==> src/rtl/pfa_div.sv <==
module pfa_div #(
	parameter int DW = 20,
	parameter int VW = 13
) (
	input  logic          clk,
	input  logic          arst_n,
	input  logic          start,
	input  logic [DW-1:0] dividend,
	input  logic [VW-1:0] divisor,
	output logic          done,
	output logic [DW-1:0] quot
);

	localparam int CNT_W = $clog2(DW + 1);

	logic [DW-1:0]    dd_q;
	logic [VW-1:0]    rem_q;
	logic [CNT_W-1:0] cnt_q;
	logic             done_q;
	logic [VW:0]      trial;
	logic             fits;

	// Restoring division, one quotient bit per cycle.
	assign trial = {rem_q, dd_q[DW-1]};
	assign fits  = trial >= {1'b0, divisor};

	always_ff @(posedge clk or negedge arst_n) begin
		if (!arst_n) begin
			cnt_q  <= '0;
			done_q <= 1'b0;
		end else if (start) begin
			cnt_q  <= CNT_W'(DW);
			done_q <= 1'b0;
		end else if (cnt_q != '0) begin
			cnt_q  <= cnt_q - 1'b1;
			done_q <= cnt_q == CNT_W'(1);
		end else begin
			done_q <= 1'b0;
		end
	end

	always_ff @(posedge clk) begin
		if (start) begin
			dd_q  <= dividend;
			rem_q <= '0;
		end else if (cnt_q != '0) begin
			if (fits) begin
				rem_q <= VW'(trial - {1'b0, divisor});
			end else begin
				rem_q <= trial[VW-1:0];
			end
			dd_q <= {dd_q[DW-2:0], fits};
		end
	end

	assign done = done_q;
	assign quot = dd_q;

endmodule

==> config.mk <==
export PLATFORM = sky130hd
export DESIGN_NAME = pfa_div
export DESIGN_NICKNAME = d
export VERILOG_FILES = /design/src/rtl/pfa_div.sv
export SDC_FILE = /design/constraint.sdc
export NUM_CORES = 1
export LEC_CHECK = 0
export ABC_CLOCK_PERIOD_IN_PS = 5200
export BUFFER_PORTS_ARGS = -buffer_cell sky130_fd_sc_hd__buf_4
export CORE_MARGIN = 2
export CORE_UTILIZATION = 35
export CTS_CLUSTER_SIZE = 40
export DETAILED_ROUTE_END_ITERATION = 10
export SLEW_MARGIN = 10
export SYNTH_ARGS = -nofsm -noshare
export SYNTH_HDL_FRONTEND = slang
export SYNTH_SLANG_ARGS = --single-unit
==> constraint.sdc <==
create_clock -name clk -period 5.2 [get_ports clk]
set_input_delay 1.04 -clock clk [delete_from_list [all_inputs] [get_ports clk]]
set_output_delay 1.04 -clock clk [all_outputs]
set_load 0.02 [all_outputs]
==> out/metrics.yaml, run 1 <==
status:
  status: "finished, final reports clean"
global_route:
  antenna_found_initial: 0
  grt_pass1_vias: 1730
  grt_max_degree: 36
  grt_usage: 0.1401
  globalRouteOverflowTotal: 0
  grt_pass1_wl_mm: 8.293
drt:
  num_vias: 1892
  detail_route.wl_per_cell_um: 14.14
  drt-initial-drc-count: 83
  viasPerCell: 5.155
  drt-pass1-iter-count: 4
  route.detailed.drc: 0
  drtAntennaViolNets: 0
  wirelength_mm: 5.189
setup_path:
  cpMaxStageDelayCell: "or4_4"
  critPathTopFamily: "simple AND/OR/NAND/NOR gates"
  path_max_fanout: 14
  critPathArrivalTime_ns: 3.42
  slowest_delay_ns: 0.52
  path_cells: "buf_4 > ha_1 > fa_1 > nor2b_1 > o21ai_1 > a311oi_2 > nor3_2 > buf_4 > or4_4 > a211oi_2"
  crit_required_ns: 5.42
  r2r-start: "quot[19]"
  path_common_cell: "buf_4"
  end_kind: "flip-flop"
  crit_type: "input pin to flip-flop"
  worst-path-buf-inv: 2
  crit_start: "divisor[0]"
  start_kind: "input pin"
cts:
  htree_num_levels: 2
  cts.reportedPaths.clkPinSlew_ns: 0.08
  cts_hold_buf: 0
  post_cts_buffers: 0
  root_buffer: "clkbuf_8"
  tritoncts: "built"
  cts.sinks: 39
  clockBufferDepth: 2
  numCtsBuffers: 5
  cts_resized: 0
  clk_latency_ns: 0.30
timing:
  fmaxAchievable_ghz: 0.3130
  setup_violations: 0
  fin_crit_ns: 3.195
  worst_pin_slew_ns: 0.8325
  tns_ns: 0
  maxSlewHeadroom: 0.4436
  rsz0062_at_grt: "no"
  period_share: 0.6144
  slew_viol_final: 0
  finalHoldWorstSlack_ns: 0.5082
  finalHoldViolCount: 0
  finalClockSkew_ns: 0.003227
synthesis:
  synth_top_area_share: 0.2518
  ys_warn_count: 0
  yosysUniqueCellTypes: 49
  synth_cells: 234
  synth_fp_nets: 287
  synth_area_leaders: "edfxtp_1 25%, dfxtp_1 11%, mux2_2 9.0%, ha_1 8.4%, dfrtp_1 6.3%"
  async_reset_ff_frac: 0.1538
  synth_edf_count: 20
  synth_top_flop_cell: "edfxtp_1"
  syn_area_per_cell_um2: 10.19
  ys_seq_area_frac: 0.4239
  netlist_area_mm2: 0.002385
  synth_seq_cells: 39
  synthTopCellsByCount: "20 x edfxtp_1, 20 x nor2_1, 19 x mux2_2, 17 x inv_1, 16 x ha_1"
  synth_top_area_cell: "edfxtp_1"
pwr:
  cellPowerDensity_mw_per_mm2: 414.8
  p_leak_nw: 1.374
  ir_drop_mv: 0.2189
layout:
  syn_to_final_growth_pct: 24.55
  nFillCells: 674
  seqCellArea_mm2: 0.001011
  diodes: 0
  drive_gt1_frac: 0.3136
  nets: 339
  multi_input_area_mm2: 0.001255
run:
  timing.max_cap.violations: 0
place:
  io_buffer_count: 56
  place.gp.congestion: 0.7706
  dp_hpwl_mm: 3.813
floorplanning:
  dieArea_mm2: 0.007490
  core_area_mm2: 0.006681
  ioPinCount: 57
  die_w_um: 86.55
  start_util: 0.3569
  fp-row-count: 30
  dieHeight_um: 86.55
worst_hold_path:
  hp-class: "flip-flop to flip-flop"
  hp-start: "rem_q[9]"
-- worst register-to-register path: stages (launching register included) --
cell and delay, ns:
edfxtp_1 0.41, inv_1 0.06, ha_1 0.20, fa_1 0.41
nor2b_1 0.17, o21ai_1 0.13, a311oi_2 0.28, nor3_2 0.15
buf_4 0.21, or4_4 0.52, a211oi_2 0.19
-- layer usage --
| metal | share of wire | global-route usage | up-vias | wire [um] |
|---|---|---|---|---|
| met5 | 0 | 0 | - | 0 |
| met4 | 0.0044 | 0.03267 | 0 | 23 |
| met2 | 0.50 | 0.2280 | 30 | 2591 |
| met1 | 0.46 | 0.1857 | 899 | 2390 |
| li1 | - | - | 960 | - |
| met3 | 0.035 | 0.03905 | 3 | 184 |
-- path summary, 6_finish.rpt --
| kind | slack [ns] | end | depth (start not counted) |
|---|---|---|---|
| setup / recovery | 2.01 | rem_q[12] | 10 |
| hold / removal | 0.51 | rem_q[10] | 2 |
| setup reg to reg | 2.40 | rem_q[12] | 10 |
| hold reg to reg | 0.51 | rem_q[10] | 2 |
| max in group asynchronous | 4.56 | cnt_q[1] | 1 |
| min in group asynchronous | 0.53 | done | 1 |
-- where the power goes --
part	leakage, nW	internal, W	switching (W)
registers	0.391	0.000392	0.0000481
clock network	0.0581	0.000143	0.000118
logic	0.925	0.000254	0.000276
-- cell usage in the layout, fill, tap and decap left out, drive strengths merged, types with 6 or more instances in the layout --
cell type / instances
dfrtp: 6
dfxtp: 13
ha: 16
mux2: 19
xnor2: 7
a211oi: 8
edfxtp: 20
inv: 17
o21ai: 8
mux2i: 6
a21oi: 14
nor2: 20
buf: 57
nand2: 12
-- per-stage QoR --
step | power [W] | std cells | area, um2 | worst slack (ns) | util
CTS | 0.001242 | 367 | 2970 | 2.000 | 0.4446
global placement | 0.0009735 | 359 | 2858 | 1.750 | 0.4277
floorplan | 0.0008491 | 234 | 2385 | 2.204 | -
global route | 0.001317 | 367 | 2970 | 1.870 | 0.4446
finish | 0.001232 | 367 | 2970 | 2.005 | 0.4446
detailed placement | 0.0009769 | 359 | 2858 | 1.691 | 0.4277
-- sequential cells by signal, summed over array words and instances, names as in the netlist --
signal  cells
quot       20
done        1
rem_q      13
cnt_q       5
-- cells by family (layout without fill, tap and decap cells) --
logic type / after synthesis / count (layout) / share of synthesized area
AND/OR/NAND/NOR: 64 / 64 / 0.1380
AO/OA/AOI/OAI: 50 / 50 / 0.1443
flip-flops: 39 / 39 / 0.4239
buffers and inverters: 29 / 82 / 0.04984
multiplexers: 25 / 25 / 0.1149
adder cells (fa/ha/maj): 17 / 17 / 0.09234
XOR/XNOR: 10 / 10 / 0.03673
-- final cells by class --
type                       count  area share
tap                           80     0.03370
multi-input combinational    166      0.4225
sequential                    39      0.3404
inverter                      17     0.02148
timing repair buffer          57      0.1441
clock inverter                 3     0.01474
clock buffer                   5     0.02317
(Power assumes the default switching activity.)
==> run 2: changes to the inputs <==
- ABC_AREA: not set -> 1
- ABC_CLOCK_PERIOD_IN_PS: 5200 -> 3000
- clock period: 5.2 -> 3 ns (I/O delays scaled with it)
==> run 2 against run 1 <==
Effect of this change:
- register-to-register slack got worse by 1.5 ns
- setup slack worse by 1.1 ns
- routed wire length up 19%
- sequential power is 80% higher
- clock power grew 48%
- utilization is 0.58 points lower
- first-iteration DRC count rose by 43%
- final area grew 12%
- clock skew shrank 0.00079 ns
- critical path type is now flip-flop to flip-flop
- critical endpoint is now quot[14]
- largest power group unchanged
==> out/metrics.yaml, run 2 <==
synthesis:
  async_reset_ff_frac: 0.1538
  ys_warn_count: 0
  synthTopCellsByCount: "155 x nand2_1, 63 x inv_1, 20 x edfxtp_1, 20 x nand3_1, 16 x ha_1"
  synth_cells: 381
  synth_top_flop_cell: "edfxtp_1"
  syn_area_per_cell_um2: 7.139
  synth_area_leaders: "edfxtp_1 22%, nand2_1 21%, dfxtp_1 9.6%, inv_1 8.7%, ha_1 7.4%"
  yosysMostFrequentCell: "nand2_1"
  synth_edf_count: 20
  synth_seq_cells: 39
  yosysUniqueCellTypes: 30
  netlist_area_mm2: 0.002720
  synth_top_area_cell: "edfxtp_1"
  synth_top_area_share: 0.2208
  synth_fp_nets: 434
  ys_seq_area_frac: 0.3717
cts:
  tritoncts: "built"
  cts_resized: 0
  clk_latency_ns: 0.28
  numCtsBuffers: 5
  post_cts_buffers: 0
  clockBufferDepth: 2
  cts.reportedPaths.clkPinSlew_ns: 0.07
  cts_hold_buf: 0
  cts.sinks: 39
  htree_num_levels: 2
  root_buffer: "clkbuf_8"
timing:
  period_share: 0.7017
  finalClockSkew_ns: 0.002434
  finalHoldWorstSlack_ns: 0.1043
  setup_violations: 0
  worst_pin_slew_ns: 0.7958
  slew_viol_final: 0
  finalHoldViolCount: 0
  fin_crit_ns: 2.105
  rsz0062_at_grt: "no"
  maxSlewHeadroom: 0.4689
  fmaxAchievable_ghz: 0.4751
  tns_ns: 0
floorplanning:
  dieHeight_um: 92.16
  dieArea_mm2: 0.008493
  ioPinCount: 57
  core_area_mm2: 0.007607
  start_util: 0.3576
  die_w_um: 92.16
  fp-row-count: 32
layout:
  nFillCells: 815
  drive_gt1_frac: 0.2227
  layout_commonest_cell: "nand2_1"
  diodes: 0
  largest_reg_flops: 20
  design_area_mm2: 0.003338
  nets: 492
  final_cells: 542
  final_cell_mix: "155 x nand2_1, 63 x inv_1, 58 x buf_4, 20 x nand3_1, 20 x edfxtp_1"
  syn_to_final_growth_pct: 22.72
setup_path:
  path_common_cell: "inv_1"
  r2r_end: "quot[14]"
  slowest_delay_ns: 0.60
  path_cells: "inv_1 > ha_1 > nand3_1 > nor2_2 > buf_4 > inv_1"
  start_kind: "flip-flop"
  rrSetupSlack_ns: 0.89
  crit_end: "quot[14]"
  cpMaxStageDelayCell: "inv_1"
  crit_start: "cnt_q[0]"
  crit_required_ns: 2.92
  end_kind: "flip-flop"
  path_max_fanout: 21
  critPathArrivalTime_ns: 2.02
  r2r-start: "cnt_q[0]"
  r2r_cells: 6
  crit_type: "flip-flop to flip-flop"
drt:
  drt-pass1-iter-count: 4
  drt-initial-drc-count: 119
  viasPerCell: 4.493
  num_vias: 2435
  detail_route.wl_per_cell_um: 11.41
  route.detailed.drc: 0
  drtAntennaViolNets: 0
  wirelength_mm: 6.184
status:
  status: "finished, final reports clean"
run:
  timing.max_cap.violations: 0
pwr:
  cellPowerDensity_mw_per_mm2: 749.4
  p_leak_nw: 1.831
  ir_drop_mv: 0.3004
  design_power_total_w: 0.002502
place:
  place.gp.congestion: 0.8649
  dp_hpwl_mm: 4.931
  placed_cells: 534
  io_buffer_count: 56
  placed_cell_area_mm2: 0.003238
global_route:
  antenna_found_initial: 0
  grt_max_degree: 25
  grt_pass1_wl_mm: 11.01
  grt_pass1_vias: 2417
  grt_usage: 0.1604
  globalRouteOverflowTotal: 0
worst_hold_path:
  hp-class: "input pin to async pin"
==> run 2: cell types whose count changed in the layout (fill, tap and decap cells not counted), sizes merged, moves of 5 or more <==
cell and delta:
a211oi -8, a21o -5, a21oi -9, inv +51, mux2 -19, mux2i -6
nand2 +154, nand3 +22, nand4 +11
==> run 2: kinds of logic (layout without fill, tap and decap cells) <==
family	after synthesis	count (layout)	share of synthesized area
flops	39	39	0.3717
buf+inv	76	135	0.1118
fa+ha+maj	17	17	0.08096
simple gates	226	226	0.3753
compound gates	16	16	0.03772
xor+xnor	7	7	0.02254
==> run 2: cell type report <==
class / instances / area, um2 / area share
multi-input cells: 266 / 1405 / 0.4209
well taps: 102 / 127.6 / 0.03823
flip-flops and latches: 39 / 1011 / 0.3028
inverters: 69 / 259.0 / 0.07759
clock buffers: 8 / 100.1 / 0.02999
repair buffers: 58 / 435.4 / 0.1304
==> run 2: worst min-delay path by stage <==
stage | end | start | cells past startpoint | slack [ns]
after floorplan | cnt_q[0] | arst_n | 0 | 0.30
after global placement | cnt_q[2] | arst_n | 1 | 0.41
after detailed placement | cnt_q[2] | arst_n | 1 | 0.41
after CTS | done | arst_n | 1 | 0.1
after global routing | done | arst_n | 1 | 0.1
final | done | arst_n | 1 | 0.10
==> run 2: worst max-delay path: cells and delay by family, from the launching register on <==
kind | cells | cell delay, ns
fa+ha+maj | 1 | 0.21
buf+inv | 3 | 0.90
flops | 1 | 0.40
simple gates | 2 | 0.23
==> run 2: stage by stage <==
step           utilization  setup slack (ns)
6_report            0.4388            0.8950
5_1_grt             0.4388            0.7167
4_1_cts             0.4388            0.8555
3_5_place_dp        0.4257            0.5920
3_3_place_gp        0.4257            0.6204
2_1_floorplan            -            0.8829
==> run 2: per-layer routing <==
| layer | wire length [um] | vias up | track usage |
|---|---|---|---|
| li1 | - | 1298 | - |
| met1 | 2933 | 1072 | 0.2043 |
| met2 | 2785 | 60 | 0.2616 |
| met3 | 396 | 5 | 0.04519 |
| met4 | 68 | 0 | 0.05348 |
| met5 | 0 | - | 0 |
==> run 2: where the power goes <==
part / switching (W) / internal (W) / leakage, nW / total (W)
registers: 0.000102 / 0.000691 / 0.400 / 0.000793
clock network: 0.000176 / 0.000210 / 0.0515 / 0.000386
logic: 0.000824 / 0.000498 / 1.38 / 0.00132
total: 0.00110 / 0.00140 / 1.83 / 0.00250
